## config.mk

```make
export PLATFORM = sky130hd
export DESIGN_NAME = allocation_group_inefficiency_flags
export DESIGN_NICKNAME = d
export VERILOG_FILES = /design/src/hdl/agif_pkg.sv /design/src/hdl/allocation_group_inefficiency_flags.sv /design/src/hdl/agif_cfg_regs.sv /design/src/hdl/agif_in_stage.sv /design/src/hdl/agif_fold.sv
export SDC_FILE = /design/constraint.sdc
export NUM_CORES = 2
export LEC_CHECK = 0
export BUFFER_PORTS_ARGS = -buffer_cell sky130_fd_sc_hd__buf_4
export CORE_MARGIN = 5
export CORE_UTILIZATION = 58
export CTS_CLUSTER_DIAMETER = 120
export DETAILED_ROUTE_END_ITERATION = 16
export PLACE_DENSITY = 0.81
export SLEW_MARGIN = 20
export SYNTH_ARGS = -nofsm -noshare
export SYNTH_HDL_FRONTEND = slang
export SYNTH_SLANG_ARGS = --single-unit
export TNS_END_PERCENT = 10
```

## constraint.sdc

```tcl
create_clock -name clk_i -period 13.12 [get_ports clk_i]
set_input_delay 1.312 -clock clk_i [delete_from_list [all_inputs] [get_ports clk_i]]
set_output_delay 1.312 -clock clk_i [all_outputs]
set_load 0.01 [all_outputs]
```

## src/hdl/agif_pkg.sv

```systemverilog
// Shared types and constants for the allocation group inefficiency flags block.
`default_nettype none

package agif_pkg;

  localparam int unsigned TimeBits    = 48;
  localparam int unsigned RunBits     = 16;
  localparam int unsigned CountBits   = 32;
  localparam int unsigned SizeBits    = 32;
  localparam int unsigned LimitBits   = 48;
  localparam int unsigned GrowthBits  = 16;
  localparam int unsigned CovBits     = 17;
  localparam int unsigned CovFracBits = 16;
  localparam int unsigned CfgIdxBits  = 2;
  localparam int unsigned CfgDataBits = 48;

  // Comparison widths that cover both operands.
  localparam int unsigned LifeCmpBits = (TimeBits > LimitBits) ? TimeBits : LimitBits;
  localparam int unsigned RunCmpBits  = (RunBits > GrowthBits) ? RunBits : GrowthBits;
  localparam int unsigned ProdBits    = CovBits + SizeBits;

  localparam logic [RunBits-1:0] RunMax = '1;

  typedef enum logic [CfgIdxBits-1:0] {
    CFG_SHORT_LIFE = 2'd0,
    CFG_GROWTH_RUN = 2'd1,
    CFG_COVERAGE   = 2'd2
  } cfg_idx_e;

  typedef struct packed {
    logic [LimitBits-1:0]  short_life_limit;
    logic [GrowthBits-1:0] min_growth_run;
    logic [CovBits-1:0]    coverage_limit;
  } cfg_t;

  typedef struct packed {
    logic [TimeBits-1:0]  alloc_time;
    logic [TimeBits-1:0]  free_time;
    logic [TimeBits-1:0]  first_touch_time;
    logic [TimeBits-1:0]  last_touch_time;
    logic [CountBits-1:0] read_count;
    logic [CountBits-1:0] write_count;
    logic [SizeBits-1:0]  chunk_bytes;
    logic [SizeBits-1:0]  touched_low;
    logic [SizeBits-1:0]  touched_high;
    logic                 shared_by_threads;
    logic                 group_end;
  } rec_t;

  typedef struct packed {
    logic short_lived;
    logic write_only;
    logic read_only;
    logic never_used;
    logic early_alloc;
    logic late_free;
    logic growing_reallocs;
    logic multi_threaded;
    logic low_coverage;
  } flags_t;

endpackage

`default_nettype wire

```

## src/hdl/allocation_group_inefficiency_flags.sv

```systemverilog
// Top level of the allocation group inefficiency flags block.
//
// Records of one call site's allocation group arrive on the input channel
// (in_valid_i / in_stall_o), one transfer per record. The record with
// group_end set closes the group: it yields one transfer of nine flags on
// the output channel (out_valid_o / out_stall_i), and the group state is
// cleared. Other records yield nothing.
// A record is registered at its transfer and folded into the group state
// from the input register, a closing record only once the result register
// can take its flags; those flags are then held there behind out_valid_o.
// One record is taken per cycle while in_stall_o is low; the fold stage with its 17 x 32 coverage
// multiply sits between the input and result registers.
// When the receiver stalls, the held result stays put and further records
// that do not close a group are still folded in; a second closing record
// waits in the input register and in_stall_o rises until the result moves.
// Reset clears the group state and the three configuration registers.
// Configuration writes (cfg_valid_i / cfg_ready_o) are always taken and
// should be made while no record is in flight.
`default_nettype none

module allocation_group_inefficiency_flags (
  input  wire logic                             clk_i,
  input  wire logic                             rst_ni,
  input  wire logic                             cfg_valid_i,
  output logic                                  cfg_ready_o,
  input  wire logic [agif_pkg::CfgIdxBits-1:0]  cfg_index_i,
  input  wire logic [agif_pkg::CfgDataBits-1:0] cfg_data_i,
  input  wire logic                             in_valid_i,
  output logic                                  in_stall_o,
  input  wire logic [agif_pkg::TimeBits-1:0]    alloc_time_i,
  input  wire logic [agif_pkg::TimeBits-1:0]    free_time_i,
  input  wire logic [agif_pkg::TimeBits-1:0]    first_touch_time_i,
  input  wire logic [agif_pkg::TimeBits-1:0]    last_touch_time_i,
  input  wire logic [agif_pkg::CountBits-1:0]   read_count_i,
  input  wire logic [agif_pkg::CountBits-1:0]   write_count_i,
  input  wire logic [agif_pkg::SizeBits-1:0]    chunk_bytes_i,
  input  wire logic [agif_pkg::SizeBits-1:0]    touched_low_i,
  input  wire logic [agif_pkg::SizeBits-1:0]    touched_high_i,
  input  wire logic                             shared_by_threads_i,
  input  wire logic                             group_end_i,
  output logic                                  out_valid_o,
  input  wire logic                             out_stall_i,
  output logic                                  short_lived_o,
  output logic                                  write_only_o,
  output logic                                  read_only_o,
  output logic                                  never_used_o,
  output logic                                  early_alloc_o,
  output logic                                  late_free_o,
  output logic                                  growing_reallocs_o,
  output logic                                  multi_threaded_o,
  output logic                                  low_coverage_o
);
  import agif_pkg::*;

  cfg_t   cfg;
  rec_t   rec_in;
  rec_t   rec;
  logic   rec_valid;
  flags_t flags;
  flags_t flags_q;
  logic   out_valid_q, out_valid_d;
  logic   out_free;
  logic   fold_ok;
  logic   fold;
  logic   load_result;

  assign rec_in.alloc_time        = alloc_time_i;
  assign rec_in.free_time         = free_time_i;
  assign rec_in.first_touch_time  = first_touch_time_i;
  assign rec_in.last_touch_time   = last_touch_time_i;
  assign rec_in.read_count        = read_count_i;
  assign rec_in.write_count       = write_count_i;
  assign rec_in.chunk_bytes       = chunk_bytes_i;
  assign rec_in.touched_low       = touched_low_i;
  assign rec_in.touched_high      = touched_high_i;
  assign rec_in.shared_by_threads = shared_by_threads_i;
  assign rec_in.group_end         = group_end_i;

  agif_cfg_regs u_cfg_regs (
    .clk_i       (clk_i),
    .rst_ni      (rst_ni),
    .cfg_valid_i (cfg_valid_i),
    .cfg_ready_o (cfg_ready_o),
    .cfg_index_i (cfg_index_i),
    .cfg_data_i  (cfg_data_i),
    .cfg_o       (cfg)
  );

  // A closing record may fold only when the result register can take its flags.
  assign out_free    = !out_valid_q || !out_stall_i;
  assign fold_ok     = !rec.group_end || out_free;
  assign fold        = rec_valid && fold_ok;
  assign load_result = fold && rec.group_end;

  agif_in_stage u_in_stage (
    .clk_i       (clk_i),
    .rst_ni      (rst_ni),
    .in_valid_i  (in_valid_i),
    .in_stall_o  (in_stall_o),
    .rec_i       (rec_in),
    .fold_ok_i   (fold_ok),
    .rec_valid_o (rec_valid),
    .rec_o       (rec)
  );

  agif_fold u_fold (
    .clk_i   (clk_i),
    .rst_ni  (rst_ni),
    .fold_i  (fold),
    .rec_i   (rec),
    .cfg_i   (cfg),
    .flags_o (flags)
  );

  always_comb begin
    out_valid_d = out_valid_q;
    if (load_result) begin
      out_valid_d = 1'b1;
    end else if (out_valid_q && !out_stall_i) begin
      out_valid_d = 1'b0;
    end
  end

  always_ff @(posedge clk_i or negedge rst_ni) begin
    if (!rst_ni) begin
      out_valid_q <= 1'b0;
    end else begin
      out_valid_q <= out_valid_d;
    end
  end

  always_ff @(posedge clk_i) begin
    if (load_result) begin
      flags_q <= flags;
    end
  end

  assign out_valid_o        = out_valid_q;
  assign short_lived_o      = flags_q.short_lived;
  assign write_only_o       = flags_q.write_only;
  assign read_only_o        = flags_q.read_only;
  assign never_used_o       = flags_q.never_used;
  assign early_alloc_o      = flags_q.early_alloc;
  assign late_free_o        = flags_q.late_free;
  assign growing_reallocs_o = flags_q.growing_reallocs;
  assign multi_threaded_o   = flags_q.multi_threaded;
  assign low_coverage_o     = flags_q.low_coverage;

endmodule

`default_nettype wire

```

## src/hdl/agif_cfg_regs.sv

```systemverilog
// Configuration registers of the allocation group inefficiency flags block.
`default_nettype none

module agif_cfg_regs (
  input  wire logic                             clk_i,
  input  wire logic                             rst_ni,
  input  wire logic                             cfg_valid_i,
  output logic                                  cfg_ready_o,
  input  wire logic [agif_pkg::CfgIdxBits-1:0]  cfg_index_i,
  input  wire logic [agif_pkg::CfgDataBits-1:0] cfg_data_i,
  output agif_pkg::cfg_t                        cfg_o
);
  import agif_pkg::*;

  cfg_t cfg_q, cfg_d;

  assign cfg_ready_o = 1'b1;

  always_comb begin
    cfg_d = cfg_q;
    if (cfg_valid_i) begin
      case (cfg_idx_e'(cfg_index_i))
        CFG_SHORT_LIFE: cfg_d.short_life_limit = cfg_data_i[LimitBits-1:0];
        CFG_GROWTH_RUN: cfg_d.min_growth_run   = cfg_data_i[GrowthBits-1:0];
        CFG_COVERAGE:   cfg_d.coverage_limit   = cfg_data_i[CovBits-1:0];
        default:        cfg_d = cfg_q;
      endcase
    end
  end

  always_ff @(posedge clk_i or negedge rst_ni) begin
    if (!rst_ni) begin
      cfg_q <= '0;
    end else begin
      cfg_q <= cfg_d;
    end
  end

  assign cfg_o = cfg_q;

endmodule

`default_nettype wire

```

## src/hdl/agif_in_stage.sv

```systemverilog
// Input register that holds one record until it is folded into the group state.
`default_nettype none

module agif_in_stage (
  input  wire logic           clk_i,
  input  wire logic           rst_ni,
  input  wire logic           in_valid_i,
  output logic                in_stall_o,
  input  wire agif_pkg::rec_t rec_i,
  input  wire logic           fold_ok_i,
  output logic                rec_valid_o,
  output agif_pkg::rec_t      rec_o
);
  import agif_pkg::*;

  logic rec_valid_q, rec_valid_d;
  rec_t rec_q;
  logic advance;
  logic take;

  // The held record leaves when it is folded this cycle.
  assign advance    = rec_valid_q && fold_ok_i;
  assign in_stall_o = rec_valid_q && !fold_ok_i;
  assign take       = in_valid_i && !in_stall_o;

  always_comb begin
    rec_valid_d = rec_valid_q;
    if (take) begin
      rec_valid_d = 1'b1;
    end else if (advance) begin
      rec_valid_d = 1'b0;
    end
  end

  always_ff @(posedge clk_i or negedge rst_ni) begin
    if (!rst_ni) begin
      rec_valid_q <= 1'b0;
    end else begin
      rec_valid_q <= rec_valid_d;
    end
  end

  always_ff @(posedge clk_i) begin
    if (take) begin
      rec_q <= rec_i;
    end
  end

  assign rec_valid_o = rec_valid_q;
  assign rec_o       = rec_q;

endmodule

`default_nettype wire

```

## src/hdl/agif_fold.sv

```systemverilog
// Per-record terms and the sticky group state, with the flags of a closing group.
`default_nettype none

module agif_fold (
  input  wire logic           clk_i,
  input  wire logic           rst_ni,
  input  wire logic           fold_i,
  input  wire agif_pkg::rec_t rec_i,
  input  wire agif_pkg::cfg_t cfg_i,
  output agif_pkg::flags_t    flags_o
);
  import agif_pkg::*;

  logic [TimeBits-1:0] shortest_q, shortest_d;
  logic                reads_q, reads_d;
  logic                writes_q, writes_d;
  logic                early_q, early_d;
  logic                late_q, late_d;
  logic                threads_q, threads_d;
  logic                sparse_q, sparse_d;
  logic [SizeBits-1:0] prev_size_q, prev_size_d;
  logic [RunBits-1:0]  run_q, run_d;
  logic [RunBits-1:0]  best_q, best_d;

  logic [TimeBits-1:0] life;
  logic [TimeBits-1:0] half_life;
  logic [TimeBits-1:0] idle_before;
  logic [TimeBits-1:0] idle_after;
  logic [SizeBits-1:0] span;
  logic [ProdBits-1:0] span_scaled;
  logic [ProdBits-1:0] cov_prod;
  logic [RunBits-1:0]  run_n, best_n, longest;
  logic [TimeBits-1:0] min_life;
  logic                reads_n, writes_n;

  assign life        = rec_i.free_time - rec_i.alloc_time;
  assign half_life   = life >> 1;
  assign idle_before = rec_i.first_touch_time - rec_i.alloc_time;
  assign idle_after  = rec_i.free_time - rec_i.last_touch_time;
  assign span        = rec_i.touched_high - rec_i.touched_low;
  assign span_scaled = ProdBits'({span, {CovFracBits{1'b0}}});
  assign cov_prod    = ProdBits'(cfg_i.coverage_limit) * ProdBits'(rec_i.chunk_bytes);

  always_comb begin
    min_life = (life < shortest_q) ? life : shortest_q;
    reads_n  = reads_q || (rec_i.read_count != '0);
    writes_n = writes_q || (rec_i.write_count != '0);

    // A size below the previous one closes the current run.
    if (rec_i.chunk_bytes >= prev_size_q) begin
      run_n  = (run_q == RunMax) ? run_q : run_q + 1'b1;
      best_n = best_q;
    end else begin
      run_n  = RunBits'(1);
      best_n = (run_q > best_q) ? run_q : best_q;
    end
    longest = (run_n > best_n) ? run_n : best_n;
  end

  always_comb begin
    shortest_d  = shortest_q;
    reads_d     = reads_q;
    writes_d    = writes_q;
    early_d     = early_q;
    late_d      = late_q;
    threads_d   = threads_q;
    sparse_d    = sparse_q;
    prev_size_d = prev_size_q;
    run_d       = run_q;
    best_d      = best_q;
    if (fold_i) begin
      if (rec_i.group_end) begin
        shortest_d  = '1;
        reads_d     = 1'b0;
        writes_d    = 1'b0;
        early_d     = 1'b0;
        late_d      = 1'b0;
        threads_d   = 1'b0;
        sparse_d    = 1'b0;
        prev_size_d = '0;
        run_d       = '0;
        best_d      = '0;
      end else begin
        shortest_d  = min_life;
        reads_d     = reads_n;
        writes_d    = writes_n;
        early_d     = early_q || (idle_before > half_life);
        late_d      = late_q || (idle_after > half_life);
        threads_d   = threads_q || rec_i.shared_by_threads;
        sparse_d    = sparse_q || (span_scaled < cov_prod);
        prev_size_d = rec_i.chunk_bytes;
        run_d       = run_n;
        best_d      = best_n;
      end
    end
  end

  always_ff @(posedge clk_i or negedge rst_ni) begin
    if (!rst_ni) begin
      shortest_q  <= '1;
      reads_q     <= 1'b0;
      writes_q    <= 1'b0;
      early_q     <= 1'b0;
      late_q      <= 1'b0;
      threads_q   <= 1'b0;
      sparse_q    <= 1'b0;
      prev_size_q <= '0;
      run_q       <= '0;
      best_q      <= '0;
    end else begin
      shortest_q  <= shortest_d;
      reads_q     <= reads_d;
      writes_q    <= writes_d;
      early_q     <= early_d;
      late_q      <= late_d;
      threads_q   <= threads_d;
      sparse_q    <= sparse_d;
      prev_size_q <= prev_size_d;
      run_q       <= run_d;
      best_q      <= best_d;
    end
  end

  // Flags as they stand with the current record folded in.
  always_comb begin
    flags_o.short_lived      = LifeCmpBits'(min_life) <= LifeCmpBits'(cfg_i.short_life_limit);
    flags_o.write_only       = writes_n && !reads_n;
    flags_o.read_only        = reads_n && !writes_n;
    flags_o.never_used       = !reads_n && !writes_n;
    flags_o.early_alloc      = early_q || (idle_before > half_life);
    flags_o.late_free        = late_q || (idle_after > half_life);
    flags_o.growing_reallocs = RunCmpBits'(longest) >= RunCmpBits'(cfg_i.min_growth_run);
    flags_o.multi_threaded   = threads_q || rec_i.shared_by_threads;
    flags_o.low_coverage     = sparse_q || (span_scaled < cov_prod);
  end

endmodule

`default_nettype wire

```

======== Word-level counts from Yosys, hierarchy flattened ========
Cells that the tools add are included.
W data, S select, Z words.
cells by class
  $add $sub $neg .......................... 5
  $mul .................................... 1
  magnitude comparators ................... 9
  eq/ne operators ......................... 3
  muxes and demuxes ....................... 20
  reductions and logical operators ........ 31
operators by type and width
  cell                     number
  $sub A48 B48 Y48         3
  $mux W16                 7
  $gt A48 B47 Y1           2
  $mux W48                 2
  $reduce_bool A32 Y1      2
  $lt A48 B49 Y1           1
  $mul A17 B32 Y49         1
  $le A48 B48 Y1           1
  $lt A48 B48 Y1           1
  $ge A32 B32 Y1           1
  $gt A16 B16 Y1           2
  $mux W32                 1
  $sub A32 B32 Y32         1
  $add A16 B1 Y16 const B  1
  $eq A16 B16 Y1 const B   1
  $ge A16 B16 Y1           1
  $mux W1                  10
  $logic_and A1 B1 Y1      8
  $logic_or A1 B1 Y1       8
  $logic_not A1 Y1         7
  $reduce_and A2 Y1        3
  $reduce_bool A2 Y1       2
  $eq A2 B1 Y1 const B     1
  $eq A2 B2 Y1 const B     1
  $logic_not A2 Y1         1
word-level totals
  register bits ........................... 564
  bits of input ports ..................... 409
  output and inout port bits .............. 12

======== Depth between registers and ports, before layout ========
  word-level depth ........................ 8
  gate-level depth with buffers ........... 41
  mapped depth without buffers ............ 37

======== Hierarchy ========
Synthesis repeated with hierarchy kept, for this count alone.
unflattened totals
  cell total of the unflattened synthesis .. 5,590
  area total of the unflattened synthesis .. 54,254.5 µm²
by module, submodules not included
  module                               times used  cells an instance  area each (µm²)  sequential area each (µm²)
  agif_fold                            1           5,041              40,203.6         3,012.9
  agif_in_stage                        1           359                10,687.8         10,655.2
  agif_cfg_regs                        1           174                3,035.4          2,026.9
  allocation_group_inefficiency_flags  1           16                 327.8            295.3

======== Least setup slack after synthesis ========
No wires, ideal clock.
  kind .................................... input to register
  start point ............................. in out_stall_i
  end point ............................... reg u_in_stage.rec_q (netlist bit u_in_stage.rec_o[0]), enable pin
  data arrival time ....................... 9.473 ns
  data required time ...................... 12.357 ns
  slack ................................... 2.884 ns
  stages on the path ...................... 2
  buffers on the path ..................... 0
  cell sequence ........................... nand4_1 and2_1
on the way
  cells in the longest elaborated chain, start to end .. 7
RTL lines
  item                  line                                       source
  start, declared       allocation_group_inefficiency_flags.sv:42  input wire logic out_stall_i,
  $logic_not A1 Y1      allocation_group_inefficiency_flags.sv:90  assign out_free = !out_valid_q || !out_stall_i;
  $logic_or A1 B1 Y1    allocation_group_inefficiency_flags.sv:90
  $logic_or A1 B1 Y1    allocation_group_inefficiency_flags.sv:91  assign fold_ok = !rec.group_end || out_free;
  $logic_not A1 Y1      agif_in_stage.sv:23                        assign in_stall_o = rec_valid_q && !fold_ok_i;
  $logic_and A1 B1 Y1   agif_in_stage.sv:23
  $logic_not A1 Y1      agif_in_stage.sv:24                        assign take = in_valid_i && !in_stall_o;
  $logic_and A1 B1 Y1   agif_in_stage.sv:24
  end signal, assigned  agif_in_stage.sv:45                        rec_q <= rec_i;
  end, declared         agif_in_stage.sv:17                        rec_t rec_q;
Every way passes these cells.
A chain may end at the register's enable or synchronous reset.

==> results by group <==
Floorplanning
  – Floorplan die area: 98,000 um^2
  – Number of cell rows: 111
  – IO Count: 421
  – Die Width: 313 um
  – Initial Util: 58.3%
  – Die H: 313 um
  – Area inside the core boundary: 91,400 um^2

Min path
  – Path class of the lowest-slack min-delay path: reg2reg

Timing
  – Worst Tran Pin Value: 1180 ps
  – Clock skew after layout: 45.5 ps
  – Final setup viols: 0
  – Fraction of the cycle the final worst path needs: 73.1%
  – Post-layout worst setup margin: 3530 ps
  – RSZ-0062 raised after global routing: false
  – Number of max-slew violations in the final report: 0
  – Final critical-path required period: 9590 ps
  – Relative slew slack: 21.4%
  – Maximum frequency from static timing analysis: 0.104 GHz
  – Number of endpoints with negative hold slack in the final report: 0
  – Accumulated negative setup slack: 0 ps

Worst setup path
  – Critical path startpoint category: register
  – Critical-path top delay cell: sky130_fd_sc_hd__edfxtp_1
  – Critical Path End Type: register
  – Most frequent cell on the critical path: sky130_fd_sc_hd__fa_1
  – Crit Path Category: reg2reg
  – Worst path max stage delay: 930 ps
  – Worst-path fanout max: 19
  – CP Data Arrival Time: 9960 ps
  – Required time reported for the critical path endpoint: 13,490 ps

Drt
  – Total iterations of the first detailed-routing run: 7
  – Post-DRT Antenna Nets: 0
  – Iteration-0 DRC Markers: 3,164
  – Via count of the routed design: 41,900
  – Per-cell routed wire length: 20.7 um
  – Total Routed Length: 148 mm
  – Number of DRC violations after detailed routing: 0
  – Vias per Instance: 5.88

Clock network
  – Post-CTS repair timing setup buffer count: 0
  – Master cell of the clock root buffer: sky130_fd_sc_hd__clkbuf_16
  – TritonCTS Buffers: 67
  – Clock slew at the register clock pins of the worst setup and hold paths: 60 ps
  – Worst-skew pair later-pin latency: 670 ps
  – H-Tree Depth: 3
  – Post-cts repair resize count: 0
  – Hold-fix buffer count after cts: 0
  – Clock tree buffer depth: 3
  – Sink count of the clock tree: 564
  – TritonCTS clock tree: built

Global routing
  – Initial antenna violation count: 6
  – Largest net degree at the start of global routing: 165
  – Global-route wire length before repair: 232 mm
  – Overall overflow remaining after global route: 0
  – Total track usage: 29.8%
  – Via count of the first global-routing pass: 43,100

Finish
  – Commonest cells after routing, fill and taps aside: 932 x sky130_fd_sc_hd__inv_1, 597 x sky130_fd_sc_hd__ha_1, 568 x sky130_fd_sc_hd__nand2_1
  – Fraction of final layout cells sized beyond drive strength 1: 11.9%
  – Most common library cell in the layout ignoring fill and taps: sky130_fd_sc_hd__inv_1
  – Number of nets in the layout: 7,350
  – Area overhead of the layout relative to synthesis: 12.4%
  – Fin util: 65.5%
  – Layout Cells excl Fill: 7,135

Placement
  – Detailed placement HPWL: 115 mm
  – Port Buffer Count: 419
  – Place WS: 3690 ps
  – Instance count after placement with tap cells included: 7,007
  – Weighted congestion at the end of routability-driven global placement: 0.968

Synth
  – Flip-flop and latch count after synthesis: 564
  – Average cell area after synthesis: 9.60 um^2
  – Synthesized instance count: 5,549
  – Post-Synthesis Cell Area: 53,300 um^2
  – Post-synth ARST share: 35.6%
  – Most common flop cell mapped by yosys: sky130_fd_sc_hd__edfxtp_1
  – Number of enable-type register cells in the synthesized netlist: 363
  – Synth unique cells: 88
  – Net count after synthesis: 7,008
  – Warnings, synthesis: 0
  – Sequential fraction of the synthesis area: 30.0%

Run status
  – Result of the run: completed

Flow run
  – Max Cap Violations: 0
-- cell usage after synthesis (48+ instances only) --
library cell	instances	area, um^2
sky130_fd_sc_hd__o21ai_0	232	1160
sky130_fd_sc_hd__a21o_1	233	1750
sky130_fd_sc_hd__dfrtp_1	153	3830
sky130_fd_sc_hd__ha_1	597	7470
sky130_fd_sc_hd__a21oi_1	324	1620
sky130_fd_sc_hd__nand4_1	80	500
sky130_fd_sc_hd__nor2_1	224	841
sky130_fd_sc_hd__clkbuf_1	157	589
sky130_fd_sc_hd__fa_1	453	9070
sky130_fd_sc_hd__mux2_2	54	608
sky130_fd_sc_hd__dfstp_2	48	1260
sky130_fd_sc_hd__nor2b_1	60	375
sky130_fd_sc_hd__nand2_1	569	2140
sky130_fd_sc_hd__xnor2_1	135	1180
sky130_fd_sc_hd__edfxtp_1	363	10900
sky130_fd_sc_hd__inv_1	932	3500
sky130_fd_sc_hd__xor2_1	77	674
sky130_fd_sc_hd__nand3_1	89	445
sky130_fd_sc_hd__and2_1	189	1180
sky130_fd_sc_hd__nand2b_1	54	338
-- logic make-up (layout without fill, tap and decap cells) --
kind of cell	count (synthesis)	in the layout	share of synthesized area, %
flip-flops	564	564	30.0
XOR/XNOR	212	212	3.48
buffers and inverters	1119	1515	7.94
adder cells (fa/ha/maj)	1050	1050	31.0
AO/OA/AOI/OAI	1117	1117	13.3
AND/OR/NAND/NOR	1409	1409	12.6
other	1	5	0.00704
multiplexers	77	77	1.57
-- sequential cells by signal, summed over array words and instances (netlist names), 16 cells and up --
register            flops
u_in_stage.rec_o      354
u_fold.best_q          16
u_fold.run_q           16
u_fold.shortest_q      48
u_fold.prev_size_q     32
u_cfg_regs.cfg_o       81
-- area by class of cell --
cell class / instances / area, um^2
diodes: 4 / 10.0
clock buffers: 78 / 1780
clock inverters: 45 / 554
fillers: 7151 / 31500
inverters: 933 / 3500
multi-input cells: 3866 / 33100
flip-flops and latches: 564 / 16000
well taps: 1186 / 1480
repair buffers: 459 / 3470
-- stage by stage --
step	instance area, um^2	hold WS (ps)
after CTS	59900	490
final	59900	492
after global routing	59900	506
after global placement	57500	465
after floorplan	53300	453
after detailed placement	57500	481
-- metal layers --
layer	vias up	share of wire (%)	GRT usage [%]	wire length, um
met4	0	5.4	13.9	7920
met3	436	7.5	5.08	11100
li1	19300	-	-	-
met5	-	0	0	0
met1	20400	38	37.1	56400
met2	1765	49	51.1	72400
-- path summary, 6_finish.rpt --
| kind | start | endpoint | slack [ps] | cells after the start |
|---|---|---|---|---|
| max | u_in_stage.rec_o[73] | low_coverage_o | 3530 | 30 |
| min | u_fold.shortest_q[30] | u_fold.shortest_q[30] | 490 | 2 |
| max reg2reg | u_in_stage.rec_o[73] | low_coverage_o | 3530 | 30 |
| min reg2reg | u_fold.shortest_q[30] | u_fold.shortest_q[30] | 490 | 2 |
| max in group asynchronous | rst_ni | u_cfg_regs.cfg_o[15] | 10240 | 3 |
| min in group asynchronous | rst_ni | u_fold.best_q[3] | 680 | 1 |
-- critical path: cells and delay by family, from the launching register on --
| family | cells | cell delay, ps |
|---|---|---|
| AO/OA/AOI/OAI | 9 | 2240 |
| buffers and inverters | 5 | 280 |
| adder cells (fa/ha/maj) | 8 | 3760 |
| XOR/XNOR | 1 | 120 |
| flip-flops | 1 | 930 |
| AND/OR/NAND/NOR | 7 | 1920 |
Power is not shown: default switching activity piles up to over one toggle a cycle in this logic, so the estimate is an artifact.
